--- config.mk ---
export PLATFORM = sky130hd
export DESIGN_NAME = rep_string_sequencer
export DESIGN_NICKNAME = d
export VERILOG_FILES = /design/src/rtl/rss_pkg.sv /design/src/rtl/rss_flags.sv /design/src/rtl/rss_step.sv /design/src/rtl/rep_string_sequencer.sv
export SDC_FILE = /design/constraint.sdc
export NUM_CORES = 1
export LEC_CHECK = 0
export ABC_AREA = 1
export BUFFER_PORTS_ARGS = -buffer_cell sky130_fd_sc_hd__buf_2
export CAP_MARGIN = 20
export CORE_MARGIN = 10
export CORE_UTILIZATION = 54
export CTS_BUF_LIST = sky130_fd_sc_hd__clkbuf_8
export CTS_CLUSTER_SIZE = 8
export DETAILED_ROUTE_END_ITERATION = 8
export PLACE_DENSITY = 0.85
export SETUP_SLACK_MARGIN = 0.5
export SYNTH_ARGS = -nofsm -noshare
export SYNTH_HDL_FRONTEND = slang
export SYNTH_SLANG_ARGS = --single-unit
--- constraint.sdc ---
create_clock -name clk -period 15.6 [get_ports clk]
set_input_delay 0.78 -clock clk [delete_from_list [all_inputs] [get_ports clk]]
set_output_delay 0.78 -clock clk [all_outputs]
set_load 0.01 [all_outputs]
--- src/rtl/rss_pkg.sv ---
// rss_pkg: shared types, codes and helpers for the rep string sequencer.
// Used by rss_flags, rss_step and rep_string_sequencer. No dependencies.
package rss_pkg;

	localparam int IN_TDATA_W  = 144;
	localparam int OUT_TDATA_W = 136;

	// string opcodes with the size bit cleared
	localparam logic [7:0] OPC_MOVS = 8'hA4;
	localparam logic [7:0] OPC_CMPS = 8'hA6;
	localparam logic [7:0] OPC_SCAS = 8'hAE;
	localparam logic [7:0] OPC_LODS = 8'hAC;
	localparam logic [7:0] OPC_STOS = 8'hAA;
	localparam logic [7:0] OPC_SEL_MASK = 8'hFE;

	localparam int FLAG_CF = 0;
	localparam int FLAG_PF = 2;
	localparam int FLAG_AF = 4;
	localparam int FLAG_ZF = 6;
	localparam int FLAG_SF = 7;
	localparam int FLAG_DF = 10;
	localparam int FLAG_OF = 11;

	typedef enum logic [1:0] {
		PH_IDLE  = 2'd0,
		PH_WAIT1 = 2'd1,
		PH_WAIT2 = 2'd2
	} phase_t;

	typedef enum logic [2:0] {
		OP_NONE = 3'd0,
		OP_MOVS = 3'd1,
		OP_CMPS = 3'd2,
		OP_SCAS = 3'd3,
		OP_LODS = 3'd4,
		OP_STOS = 3'd5
	} op_t;

	typedef enum logic [1:0] {
		KIND_READ   = 2'd0,
		KIND_WRITE  = 2'd1,
		KIND_DONE   = 2'd2,
		KIND_REJECT = 2'd3
	} kind_t;

	typedef enum logic [2:0] {
		ACT_REJECT = 3'd0,
		ACT_DONE   = 3'd1,
		ACT_ISSUE  = 3'd2,
		ACT_WR_DST = 3'd3,
		ACT_RD_DST = 3'd4
	} act_t;

	typedef struct packed {
		logic        func;
		logic [7:0]  opcode;
		logic        repeat_on_zero;
		logic [15:0] count;
		logic [15:0] src_off;
		logic [15:0] dst_off;
		logic [15:0] src_seg;
		logic [15:0] dst_seg;
		logic [15:0] acc;
		logic [15:0] flags_in;
		logic [15:0] read_data;
	} in_item_t;

	typedef struct packed {
		kind_t       kind;
		logic [15:0] seg;
		logic [15:0] off;
		logic        wide;
		logic [15:0] write_data;
		logic [15:0] count_out;
		logic [15:0] src_off_out;
		logic [15:0] dst_off_out;
		logic [15:0] acc_out;
		logic [15:0] flags_out;
	} out_item_t;

	typedef struct packed {
		phase_t      phase;
		op_t         op;
		logic        word;
		logic        zf_cond;
		logic [15:0] remaining;
		logic [15:0] src_off;
		logic [15:0] dst_off;
		logic [15:0] src_seg;
		logic [15:0] dst_seg;
		logic [15:0] acc;
		logic [15:0] flags;
		logic [15:0] first;
	} state_t;

	function automatic logic [15:0] data_mask(input logic word, input logic [15:0] v);
		return word ? v : {8'h00, v[7:0]};
	endfunction

	function automatic op_t decode_op(input logic [7:0] opcode);
		logic [7:0] sel;
		op_t        op;
		sel = opcode & OPC_SEL_MASK;
		unique case (sel)
			OPC_MOVS: op = OP_MOVS;
			OPC_CMPS: op = OP_CMPS;
			OPC_SCAS: op = OP_SCAS;
			OPC_LODS: op = OP_LODS;
			OPC_STOS: op = OP_STOS;
			default:  op = OP_NONE;
		endcase
		return op;
	endfunction

endpackage

--- src/rtl/rss_flags.sv ---
// rss_flags: CMP flag generation at byte or word width (a - b).
// Depends on rss_pkg.
module rss_flags (
	input  logic [15:0] a,
	input  logic [15:0] b,
	input  logic        word,
	input  logic [15:0] flags_in,
	output logic [15:0] flags_out
);

	logic [15:0] am;
	logic [15:0] bm;
	logic [16:0] diff;
	logic [15:0] r;
	logic [15:0] ovf;

	assign am   = rss_pkg::data_mask(word, a);
	assign bm   = rss_pkg::data_mask(word, b);
	assign diff = {1'b0, am} - {1'b0, bm};
	assign r    = rss_pkg::data_mask(word, diff[15:0]);
	assign ovf  = (am ^ bm) & (am ^ r);

	always_comb begin
		flags_out                   = flags_in;
		flags_out[rss_pkg::FLAG_CF] = diff[16];
		flags_out[rss_pkg::FLAG_PF] = ~^r[7:0];
		flags_out[rss_pkg::FLAG_AF] = (am[4] ^ bm[4] ^ r[4]);
		flags_out[rss_pkg::FLAG_ZF] = (r == 16'h0000);
		flags_out[rss_pkg::FLAG_SF] = word ? r[15] : r[7];
		flags_out[rss_pkg::FLAG_OF] = word ? ovf[15] : ovf[7];
	end

endmodule

--- src/rtl/rss_step.sv ---
// rss_step: one step of the string loop; next state and result for one item.
// Depends on rss_pkg and rss_flags.
module rss_step (
	input  rss_pkg::state_t    st,
	input  rss_pkg::in_item_t  item,
	output rss_pkg::state_t    st_nxt,
	output rss_pkg::out_item_t res
);

	logic [15:0]    data;
	logic [15:0]    delta;
	logic [15:0]    src_step;
	logic [15:0]    dst_step;
	logic [15:0]    rem_dec;
	logic [15:0]    cmp_a;
	logic [15:0]    cmp_flags;
	logic           go_plain;
	logic           go_cmp;
	rss_pkg::op_t   new_op;
	rss_pkg::act_t  act;

	assign data     = rss_pkg::data_mask(st.word, item.read_data);
	assign delta    = st.word ? 16'd2 : 16'd1;
	assign src_step = st.flags[rss_pkg::FLAG_DF] ? st.src_off - delta : st.src_off + delta;
	assign dst_step = st.flags[rss_pkg::FLAG_DF] ? st.dst_off - delta : st.dst_off + delta;
	assign rem_dec  = st.remaining - 16'd1;
	assign cmp_a    = (st.phase == rss_pkg::PH_WAIT2) ? st.first : st.acc;
	assign go_plain = (rem_dec != 16'd0);
	assign go_cmp   = go_plain && (cmp_flags[rss_pkg::FLAG_ZF] == st.zf_cond);
	assign new_op   = rss_pkg::decode_op(item.opcode);

	rss_flags u_flags (
		.a         (cmp_a),
		.b         (data),
		.word      (st.word),
		.flags_in  (st.flags),
		.flags_out (cmp_flags)
	);

	// next state
	always_comb begin
		st_nxt = st;
		act    = rss_pkg::ACT_REJECT;
		if (!item.func) begin
			if (st.phase == rss_pkg::PH_IDLE) begin
				st_nxt.word      = item.opcode[0];
				st_nxt.zf_cond   = item.repeat_on_zero;
				st_nxt.remaining = item.count;
				st_nxt.src_off   = item.src_off;
				st_nxt.dst_off   = item.dst_off;
				st_nxt.src_seg   = item.src_seg;
				st_nxt.dst_seg   = item.dst_seg;
				st_nxt.acc       = item.acc;
				st_nxt.flags     = item.flags_in;
				st_nxt.first     = 16'h0000;
				st_nxt.op        = new_op;
				if (new_op == rss_pkg::OP_NONE || item.count == 16'd0) begin
					st_nxt.phase = rss_pkg::PH_IDLE;
					act          = rss_pkg::ACT_DONE;
				end else begin
					st_nxt.phase = rss_pkg::PH_WAIT1;
					act          = rss_pkg::ACT_ISSUE;
				end
			end
		end else begin
			st_nxt.phase = rss_pkg::PH_IDLE;
			if (st.phase == rss_pkg::PH_WAIT1) begin
				unique case (st.op)
					rss_pkg::OP_MOVS: begin
						st_nxt.first = data;
						st_nxt.phase = rss_pkg::PH_WAIT2;
						act          = rss_pkg::ACT_WR_DST;
					end
					rss_pkg::OP_CMPS: begin
						st_nxt.first = data;
						st_nxt.phase = rss_pkg::PH_WAIT2;
						act          = rss_pkg::ACT_RD_DST;
					end
					rss_pkg::OP_SCAS: begin
						st_nxt.flags     = cmp_flags;
						st_nxt.dst_off   = dst_step;
						st_nxt.remaining = rem_dec;
						st_nxt.phase     = go_cmp ? rss_pkg::PH_WAIT1 : rss_pkg::PH_IDLE;
						act              = go_cmp ? rss_pkg::ACT_ISSUE : rss_pkg::ACT_DONE;
					end
					rss_pkg::OP_LODS: begin
						st_nxt.acc       = st.word ? data : {st.acc[15:8], data[7:0]};
						st_nxt.src_off   = src_step;
						st_nxt.remaining = rem_dec;
						st_nxt.phase     = go_plain ? rss_pkg::PH_WAIT1 : rss_pkg::PH_IDLE;
						act              = go_plain ? rss_pkg::ACT_ISSUE : rss_pkg::ACT_DONE;
					end
					rss_pkg::OP_STOS: begin
						st_nxt.dst_off   = dst_step;
						st_nxt.remaining = rem_dec;
						st_nxt.phase     = go_plain ? rss_pkg::PH_WAIT1 : rss_pkg::PH_IDLE;
						act              = go_plain ? rss_pkg::ACT_ISSUE : rss_pkg::ACT_DONE;
					end
					default: begin
						act = rss_pkg::ACT_REJECT;
					end
				endcase
			end else if (st.phase == rss_pkg::PH_WAIT2 &&
					(st.op == rss_pkg::OP_MOVS || st.op == rss_pkg::OP_CMPS)) begin
				st_nxt.src_off   = src_step;
				st_nxt.dst_off   = dst_step;
				st_nxt.remaining = rem_dec;
				if (st.op == rss_pkg::OP_CMPS) begin
					st_nxt.flags = cmp_flags;
					st_nxt.phase = go_cmp ? rss_pkg::PH_WAIT1 : rss_pkg::PH_IDLE;
					act          = go_cmp ? rss_pkg::ACT_ISSUE : rss_pkg::ACT_DONE;
				end else begin
					st_nxt.phase = go_plain ? rss_pkg::PH_WAIT1 : rss_pkg::PH_IDLE;
					act          = go_plain ? rss_pkg::ACT_ISSUE : rss_pkg::ACT_DONE;
				end
			end
		end
	end

	// result
	always_comb begin
		res      = '0;
		res.kind = rss_pkg::KIND_REJECT;
		unique case (act)
			rss_pkg::ACT_DONE: begin
				res.kind        = rss_pkg::KIND_DONE;
				res.count_out   = st_nxt.remaining;
				res.src_off_out = st_nxt.src_off;
				res.dst_off_out = st_nxt.dst_off;
				res.acc_out     = st_nxt.acc;
				res.flags_out   = st_nxt.flags;
			end
			rss_pkg::ACT_ISSUE: begin
				res.wide = st_nxt.word;
				unique case (st_nxt.op)
					rss_pkg::OP_SCAS: begin
						res.kind = rss_pkg::KIND_READ;
						res.seg  = st_nxt.dst_seg;
						res.off  = st_nxt.dst_off;
					end
					rss_pkg::OP_STOS: begin
						res.kind       = rss_pkg::KIND_WRITE;
						res.seg        = st_nxt.dst_seg;
						res.off        = st_nxt.dst_off;
						res.write_data = rss_pkg::data_mask(st_nxt.word, st_nxt.acc);
					end
					default: begin
						res.kind = rss_pkg::KIND_READ;
						res.seg  = st_nxt.src_seg;
						res.off  = st_nxt.src_off;
					end
				endcase
			end
			rss_pkg::ACT_WR_DST: begin
				res.kind       = rss_pkg::KIND_WRITE;
				res.seg        = st_nxt.dst_seg;
				res.off        = st_nxt.dst_off;
				res.wide       = st_nxt.word;
				res.write_data = data;
			end
			rss_pkg::ACT_RD_DST: begin
				res.kind = rss_pkg::KIND_READ;
				res.seg  = st_nxt.dst_seg;
				res.off  = st_nxt.dst_off;
				res.wide = st_nxt.word;
			end
			default: begin
				res.kind = rss_pkg::KIND_REJECT;
			end
		endcase
	end

endmodule

--- src/rtl/rep_string_sequencer.sv ---
// rep_string_sequencer: sequencer for repeated x86 string instructions.
// Depends on rss_pkg and rss_step.
//
// Usage:
//   s_axis carries start items (tuser = 0) and memory response items
//   (tuser = 1). A start loads MOVS/CMPS/SCAS/LODS/STOS with its registers;
//   every item gives exactly one m_axis item: a read or write request,
//   a done item with the final CX, SI, DI, AX and flags, or a reject.
//   The requester answers each request with one response item; write
//   requests are answered too, with read_data ignored.
//   Throughput: one item per cycle unless m_axis stalls; the step for one item
//   is a single pass through rss_step between the input and result registers.
//   Reset clears the loop state to idle and empties both registers.
//   When m_axis stalls, the result register holds, the input register fills
//   and s_axis_tready then drops until the result is taken.
module rep_string_sequencer (
	input  logic                                clk,
	input  logic                                arst_n,
	input  logic                                s_axis_tvalid,
	output logic                                s_axis_tready,
	// opcode, repeat_on_zero, count, src_off, dst_off, src_seg, dst_seg, acc,
	// flags_in, read_data, zero pad
	input  logic [rss_pkg::IN_TDATA_W-1:0]      s_axis_tdata,
	// func
	input  logic                                s_axis_tuser,
	output logic                                m_axis_tvalid,
	input  logic                                m_axis_tready,
	// seg, off, wide, write_data, count_out, src_off_out, dst_off_out,
	// acc_out, flags_out, zero pad
	output logic [rss_pkg::OUT_TDATA_W-1:0]     m_axis_tdata,
	// kind
	output logic [1:0]                          m_axis_tuser
);

	logic               valid_s1;
	rss_pkg::in_item_t  item_s1;
	logic               valid_s2;
	rss_pkg::out_item_t res_s2;
	rss_pkg::state_t    st_q;
	rss_pkg::state_t    st_nxt;
	rss_pkg::out_item_t res;
	rss_pkg::in_item_t  item_in;
	logic               advance;
	logic               take;

	assign advance       = valid_s1 && (!valid_s2 || m_axis_tready);
	assign s_axis_tready = !valid_s1 || advance;
	assign take          = s_axis_tvalid && s_axis_tready;

	assign item_in.func           = s_axis_tuser;
	assign item_in.opcode         = s_axis_tdata[7:0];
	assign item_in.repeat_on_zero = s_axis_tdata[8];
	assign item_in.count          = s_axis_tdata[24:9];
	assign item_in.src_off        = s_axis_tdata[40:25];
	assign item_in.dst_off        = s_axis_tdata[56:41];
	assign item_in.src_seg        = s_axis_tdata[72:57];
	assign item_in.dst_seg        = s_axis_tdata[88:73];
	assign item_in.acc            = s_axis_tdata[104:89];
	assign item_in.flags_in       = s_axis_tdata[120:105];
	assign item_in.read_data      = s_axis_tdata[136:121];

	rss_step u_step (
		.st     (st_q),
		.item   (item_s1),
		.st_nxt (st_nxt),
		.res    (res)
	);

	always_ff @(posedge clk or negedge arst_n) begin
		if (!arst_n) begin
			valid_s1 <= 1'b0;
			valid_s2 <= 1'b0;
			st_q     <= '0;
		end else begin
			if (take) begin
				valid_s1 <= 1'b1;
			end else if (advance) begin
				valid_s1 <= 1'b0;
			end
			if (advance) begin
				valid_s2 <= 1'b1;
				st_q     <= st_nxt;
			end else if (m_axis_tready) begin
				valid_s2 <= 1'b0;
			end
		end
	end

	always_ff @(posedge clk) begin
		if (take) begin
			item_s1 <= item_in;
		end
		if (advance) begin
			res_s2 <= res;
		end
	end

	assign m_axis_tvalid = valid_s2;
	assign m_axis_tuser  = res_s2.kind;
	assign m_axis_tdata  = {7'd0, res_s2.flags_out, res_s2.acc_out, res_s2.dst_off_out,
		res_s2.src_off_out, res_s2.count_out, res_s2.write_data, res_s2.wide,
		res_s2.off, res_s2.seg};

	a_busy_start_rejected: assert property (@(posedge clk) disable iff (!arst_n)
		advance && !item_s1.func && st_q.phase != rss_pkg::PH_IDLE
		|=> m_axis_tvalid && m_axis_tuser == rss_pkg::KIND_REJECT)
		else $error("start while busy not rejected");

	a_done_goes_idle: assert property (@(posedge clk) disable iff (!arst_n)
		advance && res.kind == rss_pkg::KIND_DONE |=> st_q.phase == rss_pkg::PH_IDLE)
		else $error("done result without return to idle");

	a_wait2_op: assert property (@(posedge clk) disable iff (!arst_n)
		st_q.phase == rss_pkg::PH_WAIT2
		|-> st_q.op == rss_pkg::OP_MOVS || st_q.op == rss_pkg::OP_CMPS)
		else $error("second access phase for a single access operation");

	a_s1_hold: assert property (@(posedge clk) disable iff (!arst_n)
		valid_s1 && !advance |=> valid_s1 && $stable(item_s1))
		else $error("input register lost a stalled item");

endmodule

* Word-level counts from Yosys, hierarchy flattened *
Index checks and enable logic that the tools add are counted.

storage, ports and cells
  memories kept = 0
  bits in read-only memories = 0
  register bits after elaboration = 406
  word-level logic and storage cells = 152
  input port bits = 149
  output and inout port bits = 140
  memory bits (writable) = 0
  bits in latches = 0

operators by class
  div/mod/pow operators = 0
  order comparisons = 0
  $add $sub $neg = 6
  muxes and demuxes = 57
  reduce and logical (&&, ||, !) cells = 27
  equal/unequal tests = 21
  bitwise operators = 6
  shift operators = 0
  multipliers = 0

operators with widths
  cell                     count
  $mux W16                 17
  $mux W48                 4
  $mux W135                1
  $pmux W33 S2             2
  $mux W12                 4
  $eq A7 B7 Y1 const B     5
  $add A16 B16 Y16         2
  $logic_not A16 Y1        2
  $mux W32                 1
  $pmux W16 S2             1
  $sub A16 B16 Y16         2
  $xor A16 B16 Y16         2
  $sub A16 B16 Y17         1
  $and A16 B16 Y16         1
  $mux W2                  8
  $reduce_bool A16 Y1      1
  $sub A16 B1 Y16 const B  1
  $eq A3 B2 Y1 const B     5
  $mux W3                  5
  $pmux W3 S5              1
  $eq A3 B3 Y1 const B     4
  $pmux W3 S4              1
  $mux W1                  9
  $pmux W2 S4              1
  22 further kinds         36

* Logic depth before layout (Yosys ltp) *
Gate-level depths: netlist of run 1.

  word-level depth = 16
  gate-level depth with buffers = 30
  mapped depth without buffers = 29

* Cells and area by module *
From an unflattened synthesis of run 1, not the netlist that was laid out.

unflattened totals
  cell total of the unflattened synthesis = 2878
  area, all modules = 23329.9 µm²

by module, submodules not included
  module                area each (µm²)  cells each  sequential area each (µm²)  instances
  rep_string_sequencer  13588.0          873         11506.0                     1
  rss_step              8324.2           1739        0.0                         1
  rss_flags             1417.6           266         0.0                         1

* Worst setup path after synthesis of run 1 *
Ideal clock, no wire load.

  kind = input -> register
  from = in m_axis_tready
  to = reg st_q[41] (netlist bit)
  path buffers = 1
  setup time = 323 ps
  cell stages on the path = 6
  data required time = 15277 ps
  slack = 10161 ps
  data arrival time = 5116 ps
  cells stage by stage = inv_1 -> nand2_1 -> nand2_1 -> inv_1 -> clkbuf_1 -> a21oi_1

on the way
  cells in the longest elaborated chain, start to end = 2

ends and longest elaborated chain
  what                  RTL line                    text
  start, declared       rep_string_sequencer.sv:27  input logic m_axis_tready,
  $logic_or A1 B1 Y1    rep_string_sequencer.sv:46  assign advance = valid_s1 && (!valid_s2 || m_axis_tready);
  $logic_and A1 B1 Y1   rep_string_sequencer.sv:46
  via advance           rep_string_sequencer.sv:43  logic advance;
  end signal, assigned  rep_string_sequencer.sv:82  st_q <= st_nxt;
  end, declared         rep_string_sequencer.sv:39  rss_pkg::state_t st_q;

The timed path passes the listed nets, and every way through them passes these cells.
A chain may end at the register's enable or synchronous reset.

* Worst setup path after layout of run 1 *
  from = reg st_q[134] (netlist bit)
  to = reg res_s2 (netlist bit m_axis_tdata[119]) (data pin)

on the way
  cells in the longest elaborated chain, start to end = 14
  elaborated cells between the ends (all ways) = 25
  those cells by class = 1 x add/sub; 4 x eq/ne; 16 x mux; 4 x reduce/logical

ends and longest elaborated chain
  what                  RTL line                         text
  $eq A2 B2 Y1          rss_step.sv:27, rss_step.sv:103
  $mux W16              rss_step.sv:27                   assign cmp_a = (st.phase == rss_pkg::PH_WAIT2) ? st.first : st.acc;
  $mux W16              rss_pkg.sv:97                    return word ? v : {8'h00, v[7:0]};
  $sub A16 B16 Y17      rss_flags.sv:19                  assign diff = {1'b0, am} - {1'b0, bm};
  $mux W16              rss_pkg.sv:97
  $logic_not A16 Y1     rss_flags.sv:28                  flags_out[rss_pkg::FLAG_ZF] = (r == 16'h0000);
  $eq A1 B1 Y1          rss_step.sv:29                   assign go_cmp = go_plain && (cmp_flags[rss_pkg::FLAG_ZF] == st.zf_cond);
  $logic_and A1 B1 Y1   rss_step.sv:29
  $mux W2               rss_step.sv:84, rss_step.sv:111
  $mux W3               rss_step.sv:108                  if (st.op == rss_pkg::OP_CMPS) begin
  $mux W3               rss_step.sv:103                  end else if (st.phase == rss_pkg::PH_WAIT2 &&
  $mux W3               rss_step.sv:67                   if (st.phase == rss_pkg::PH_WAIT1) begin
  $mux W3               rss_step.sv:44                   if (!item.func) begin
  $eq A3 B1 Y1          rss_step.sv:124                  unique case (act)
  end signal, assigned  rep_string_sequencer.sv:94       res_s2 <= res;
  end, declared         rep_string_sequencer.sv:38       rss_pkg::out_item_t res_s2;

Several ways; a longest one is shown, not always the timed one. The select of a mux whose other input is x is not followed.

==> results by group, run 1 <==
Run status
  • Status: finished clean

Timing
  • Final worst path period share: 38.03%
  • Clk_skew: 28.16 ps
  • Final setup violation count: 0
  • TNS Setup: 0 ps
  • Worst-margin pin slew: 1153 ps
  • RSZ-0062 raised after global routing: false
  • Fin. max-slew vios: 0
  • Minimum clock period: 5933 ps
  • Max Fclk: 168.6 MHz
  • Hold Vio Cnt, Final: 0
  • Slack of the critical path: 9667 ps
  • Max-slew headroom: ~23%

Clock network
  • CTS tree: done
  • Resized cells post-CTS: 0
  • Root Driver: clkbuf_8
  • Clk slew on worst S/H paths: 60 ps
  • Clk_lat worst skew: 640 ps
  • CTS Sinks: 406
  • Setup Buffers After CTS: 0
  • H-tree Lvls: 3
  • Num CTS Buffers: 70
  • Post-CTS Hold Fix Bufs: 0
  • CTS max path bufs: 3

Synth
  • Largest family of logic cells by synthesized area: simple AND/OR/NAND/NOR gates
  • Number of synthesized register bits: 406
  • Synth Area in Simple Gates: between 10% and 20%
  • Mux contribution to synthesized area: 0%
  • Mapped Area: 0.02097 mm2
  • Post-synthesis adder-cell area fraction: 3.389%
  • Share of the synthesized area in the top cell type: 38.52%
  • Sequential element share of the synthesized area: ~55%
  • Synth area leader: edfxtp_1
  • Most numerous cell in the Yosys netlist: nand2_1
  • Post-synthesis compound-gate area fraction: 15.11%
  • Synth top area cells: edfxtp_1 (39%), dfrtp_1 (16%), nand2_1 (8.4%)
  • Ys Warns: 0
  • Primary FF master, synth: edfxtp_1
  • Top post-synthesis cells by count: nand2_1 (468), o21ai_0 (293), edfxtp_1 (269)
  • Synth Area in XOR/XNOR: 1.211%
  • Synth cell types: 53
  • EDFF count, synth: 269
  • Gate Count Post-Synth: 2205
  • Post-synth ARST share: approximately 34%
  • Syn avg cell area: 9.510 um2

GRT
  • First-pass GRT wire length: 92800 um
  • Initial antenna violation count: 12
  • Largest net degree at the start of global routing: 113
  • Gr usage total: approximately 25%
  • GR Overflow Total: 0
  • Number of global-route vias before repair: 17050

Floorplan
  • Starting Density: 54.39%
  • Die area: 0.04712 mm2
  • Row cnt: 72
  • Chip width: 217.1 um
  • Ports: 289
  • Die height: 217.1 um
  • Placeable Area: about 0.039 mm2

Placed design
  • Port Buffers: 274
  • Final HPWL DP: 39520 um
  • Pre-CTS setup slack: approximately 9700 ps
  • Routability cong.: ~0.90
  • Post-place instance area: around 0.023 mm2

Route
  • Drt total wl: 59390 um
  • Routed length per instance: between 15 and 20 um
  • Vias: roughly 17000
  • Detailed-route DRC error count: 0
  • Vias per cell: 5.713
  • Router iterations before antenna repair: 8
  • Routed Antenna Nets: 0
  • Initial DRC count: 1852

Power
  • Comb pwr share: 35.6%
  • Peak VDD IR: 115.1 uV
  • Internal power: around 0.0024 W
  • Switching power: 0.001441 W
  • Power share of the sequential group: 39.5%
  • Net Sw Frac: 37.80%
  • Power per cell area: between 150 and 200 mW/mm2
  • P_leak: 10.61 nW
  • Clock share of power: between 20% and 30%

Job
  • Total of max-cap violations: 0

Critical path
  • Crit path max fanout: 48
  • CP Launch Point: st_q[134]
  • Cells on worst reg2reg path: 24
  • WS Path Type: reg2reg
  • Critical path, cell by cell: inv_1 > nor2_2 > inv_1 > o21ai_0 > ha_1 > nand2_1 > inv_1 > a21oi_1 > nand2_2 > xor2_1 > ha_1 > nand2_1 > nor2_1 > nand3_1 > nand2_1 > nand3_2 > nand2_1 > nand2_1 > nand2_1 > nand2_2 > nand3_4 > buf_4 > nor2_1 > and2_1
  • Worst setup SP type: flip-flop
  • Crit path capture: m_axis_tdata[119]
  • CP max stage delay: 820 ps
  • FF-to-FF setup slack: 9670 ps
  • Reg2reg start: st_q[134]
  • CP arrival: roughly 6300 ps
  • Slowest stage cell, crit path: buf_4
  • Worst EP required: between 15000 and 20000 ps
  • Crit end category: flip-flop
  • Most frequent CP cell: nand2_1
  • Critical R2R Capture: m_axis_tdata[119]

Cells and area
  • Layout cells sized above 1: between 20% and 30%
  • Area growth syn-to-layout: 14.83%
  • Nets@finish: 2671
  • Post-route design area: 0.02408 mm2

Min path
  • Hold Crit Class: in2async
[critical path, delay by kind of cell, from the launching register on]
| family | cells | cell delay (ps) |
|---|---|---|
| xor gates and xnor gates | 1 | 240 |
| AOI/OAI and AO/OA | 2 | 550 |
| and+or+nand+nor | 15 | 2520 |
| adders and majority gates | 2 | 540 |
| buffers and inverters | 4 | 1460 |
| DFF | 1 | 360 |
[power by group through the flow]
stage / Combinational (W) / Clock [W] / Sequential [W]
after floorplan: 0.000977 / 0 / 0.00152
after global placement: 0.00130 / 0 / 0.00151
after detailed placement: 0.00134 / 0 / 0.00152
after CTS: 0.00135 / 0.000964 / 0.00150
after global routing: 0.00154 / 0.00101 / 0.00152
final: 0.00136 / 0.000945 / 0.00151
[sequential cells by signal, indices dropped and copies added, names as in the netlist]
register,flops
m_axis_tdata,129
m_axis_tuser,2
valid_s1,1
st_q,135
m_axis_tvalid,1
item_s1,138
[worst min path at each step]
stage	end	slack (ps)
floorplan	st_q[17]	450
global placement	st_q[51]	460
detailed placement	st_q[30]	470
CTS	st_q[81]	130
global route	st_q[84]	170
finish	st_q[84]	140
[cell usage in the layout (no fill, tap or decap), types with 43 or more instances in the layout]
cell type	synthesis	routed
inv_1	223	252
ha_1	52	52
a21oi_1	98	98
nor3_2	72	72
nand3_1	84	84
o21ai_0	293	293
clkbuf_8	0	77
nand2_1	468	466
nor2_1	114	113
dfrtp_1	137	137
edfxtp_1	269	269
o211ai_1	43	43
buf_2	16	273
o22ai_1	44	44
[area by class of cell]
cell class	count	area (um2)
tap	518	648.1
multi-input combinational	1463	8104
sequential	406	11510
timing repair buffer	294	1568
clock buffer	77	1060
fill	3192	14480
inverter	232	880.8
clock inverter	48	295.3
antenna	7	17.52
[cell families after synthesis]
kind of cell / Yosys count
AND/OR/NAND/NOR: 819
AO/OA/AOI/OAI: 553
flip-flops: 406
buffers and inverters: 342
adder cells (fa/ha/maj): 55
XOR/XNOR: 29
other: 1
[routing by layer]
metal | GRT usage (%) | up-vias | share of wire (%)
li1 | - | 8194 | -
met4 | 9.019 | 10 | 2.8
met2 | 39.98 | 874 | 47
met1 | 31.01 | 8169 | 39
met5 | 0 | - | 0.096
met3 | 6.976 | 148 | 10
[through the flow]
stage | std cells | total power (W) | util (%) | hold slack, ps
global route | 3042 | 0.004077 | 62.43 | 169.2
CTS | 3035 | 0.003816 | 62.24 | 133.9
finish | 3045 | 0.003811 | 62.45 | 140.4
global placement | 2910 | 0.002804 | 58.73 | 461.1
detailed placement | 2910 | 0.002859 | 58.73 | 469.6
floorplan | 2211 | 0.002495 | - | 447.9
(Power assumes the default switching activity.)
==> run 2: changes to the inputs <==
--- a/config.mk
+++ b/config.mk
@@ -13,7 +13,7 @@
 export CTS_BUF_LIST = sky130_fd_sc_hd__clkbuf_8
 export CTS_CLUSTER_SIZE = 8
 export DETAILED_ROUTE_END_ITERATION = 8
-export PLACE_DENSITY = 0.85
+export PLACE_DENSITY = 0.88
 export SETUP_SLACK_MARGIN = 0.5
 export SYNTH_ARGS = -nofsm -noshare
 export SYNTH_HDL_FRONTEND = slang
==> constraint.sdc (replaced) <==
create_clock -name clk -period 5 [get_ports clk]
set_input_delay 0.25 -clock clk [delete_from_list [all_inputs] [get_ports clk]]
set_output_delay 0.25 -clock clk [all_outputs]
set_load 0.01 [all_outputs]
==> run 2 against run 1 <==
Global-route usage increased by 2.7 points. Wire length increased by 12%. Via count increased by 7.0%. Maximum frequency increased by 42%. Critical path depth increased by 3. Die area unchanged. Critical endpoint is now m_axis_tdata[126]. Largest cell class unchanged.
==> results by group, run 2 (synthesized netlist as in run 1, its figures left out) <==
Run status
  • Status: finished clean (unchanged)

Route
  • Detailed-route DRC error count: 0 (unchanged)
  • Routed Antenna Nets: 0 (unchanged)
  • Initial DRC count: 2151 (was 1852)
  • Vias: 18620 (was 17400)
  • Router iterations before antenna repair: 6 (was 8)
  • Drt total wl: 66610 um (was 59390 um)
  • Routed length per instance: 20.72 um (was 19.50 um)
  • Vias per cell: 5.793 (was 5.713)

Floorplan
  • Starting Density: 54.39% (unchanged)
  • Die area: 0.04712 mm2 (unchanged)
  • Die height: 217.1 um (unchanged)
  • Placeable Area: 0.03856 mm2 (unchanged)
  • Row cnt: 72 (unchanged)
  • Chip width: 217.1 um (unchanged)
  • Ports: 289 (unchanged)

GRT
  • Largest net degree at the start of global routing: 104 (was 113)
  • Gr usage total: 27.37% (was 24.65%)
  • GR Overflow Total: 0 (unchanged)
  • First-pass GRT wire length: 102600 um (was 92800 um)
  • Number of global-route vias before repair: 18590 (was 17050)
  • Initial antenna violation count: 4 (was 12)

Critical path
  • Top cell family by delay on the critical path: simple AND/OR/NAND/NOR gates (unchanged)
  • CP max stage delay: 390 ps (was 820 ps)
  • Crit path max fanout: 16 (was 48)
  • WS Path Type: reg2reg (unchanged)
  • Crit end category: flip-flop (unchanged)
  • Slowest stage cell, crit path: dfrtp_1 (was buf_4)
  • Most frequent CP cell: nand2_1 (unchanged)
  • Worst EP required: 5380 ps (was 15990 ps)
  • CP arrival: 4550 ps (was 6320 ps)
  • Worst setup SP type: flip-flop (unchanged)
  • Buf+Inv Stages, Crit Path: 5 (was 4)

Timing
  • RSZ-0062 raised after global routing: false (unchanged)
  • Final worst path period share: 83.51% (was 38.03%)
  • TNS Setup: 0 ps (unchanged)
  • Hold Vio Cnt, Final: 0 (unchanged)
  • Max-slew headroom: 26.46% (was 23.13%)
  • Minimum clock period: 4176 ps (was 5933 ps)
  • Max Fclk: 239.5 MHz (was 168.6 MHz)
  • Clk_skew: 34.14 ps (was 28.16 ps)
  • Worst-margin pin slew: 1103 ps (was 1153 ps)
  • Fin. max-slew vios: 0 (unchanged)
  • Final setup violation count: 0 (unchanged)
  • Slack of the critical path: 824.5 ps (was 9667 ps)

Power
  • P_leak: 11.34 nW (was 10.61 nW)
  • Power per cell area: 468.7 mW/mm2 (was 158.3 mW/mm2)
  • Peak VDD IR: 309.3 uV (was 115.1 uV)

Cells and area
  • Reg with most FFs: item_s1 (unchanged)
  • Most frequent cells in the layout: nand2_1 (466), o21ai_0 (292), buf_2 (273) (was nand2_1 (466), o21ai_0 (293), buf_2 (273))
  • Nets@finish: 2839 (was 2671)
  • Most common cell after layout, fill and taps aside: nand2_1 (unchanged)
  • Area growth syn-to-layout: 22.77% (was 14.83%)
  • Max FFs per register: 138 (unchanged)
  • Layout cells sized above 1: 20.21% (was 20.36%)

Placed design
  • Port Buffers: 274 (unchanged)
  • Final HPWL DP: 41070 um (was 39520 um)
  • Pre-CTS setup slack: 558.1 ps (was 9706 ps)
  • Routability cong.: 0.9181 (was 0.9035)

Clock network
  • CTS max path bufs: 3 (unchanged)
  • Clk_lat worst skew: 650 ps (was 640 ps)
  • H-tree Lvls: 3 (unchanged)
  • Num CTS Buffers: 70 (unchanged)
  • Clk slew on worst S/H paths: 60 ps (about the same)
  • CTS Sinks: 406 (unchanged)
  • CTS tree: done (unchanged)
  • Root Driver: clkbuf_8 (unchanged)

Job
  • Total of max-cap violations: 0 (unchanged)

Min path
  • Hold Crit Class: in2async (unchanged)
==> run 2: changes by cell type in the layout (fill, tap and decap cells not counted), sizes merged <==
cell and delta:
dlygate4sd3 +141, buf +26, clkinv +9, bufinv -3, diode -3, clkbuf -1
inv -1, nand2 +1
==> run 2: final cells by class <==
cell class / instances / area [um2]
Inverter: 232 / 884.6
Timing Repair Buffer: 461 / 3269
Antenna cell: 4 / 10.01
Multi-Input combinational cell: 1464 / 8142
Sequential cell: 406 / 11510
Fill cell: 2945 / 12810
Tap cell: 518 / 648.1
Clock buffer: 76 / 1046
Clock inverter: 53 / 239.0
==> run 2: path summary, 6_finish.rpt <==
path,startpoint,end,slack (ps),depth (start not counted)
max in group asynchronous,arst_n,st_q[76],3360,3
worst max-delay path,st_q[134],m_axis_tdata[126],820,27
worst min register to register,st_q[49],st_q[49],480,2
worst max register to register,st_q[134],m_axis_tdata[126],820,27
worst min-delay path,arst_n,st_q[83],290,2
min in group clk,s_axis_tdata[99],item_s1[42],320,2
==> run 2: what timing repair did <==
item                       CTS  global route
hold endpoints to repair   226             0
gates resized for setup      0            12
setup endpoints to repair    0           130
buffers inserted             0            13
hold buffers               141             0
==> run 2: through the flow <==
step | cells | cell area (um2) | power (W) | hold slack (ps) | utilization [%]
4_1_cts | 3195 | 25520 | 0.01192 | 263.6 | 66.18
3_3_place_gp | 2925 | 22820 | 0.008785 | 390.5 | 59.18
3_5_place_dp | 2925 | 22820 | 0.008975 | 395.3 | 59.18
5_1_grt | 3213 | 25740 | 0.01282 | 293.8 | 66.77
2_1_floorplan | 2211 | 20990 | 0.007772 | -45.59 | -
6_report | 3214 | 25750 | 0.01207 | 289.9 | 66.77
==> run 2: power breakdown <==
group | total, W | switching, W | internal, W
registers | 0.00472 | 0.000453 | 0.00427
logic | 0.00448 | 0.00282 | 0.00166
clock network | 0.00287 | 0.00145 | 0.00142
==> run 2: routing by layer <==
| metal | global-route usage [%] | wire length, um | vias to the layer above | part of all wire (%) |
|---|---|---|---|---|
| met2 | 46.54 | 33230 | 1077 | 50 |
| li1 | - | - | 8518 | - |
| met3 | 6.422 | 6009 | 167 | 9.0 |
| met4 | 10.63 | 2095 | 0 | 3.1 |
| met1 | 33.16 | 25280 | 8857 | 38 |
| met5 | 0 | 0 | - | 0 |
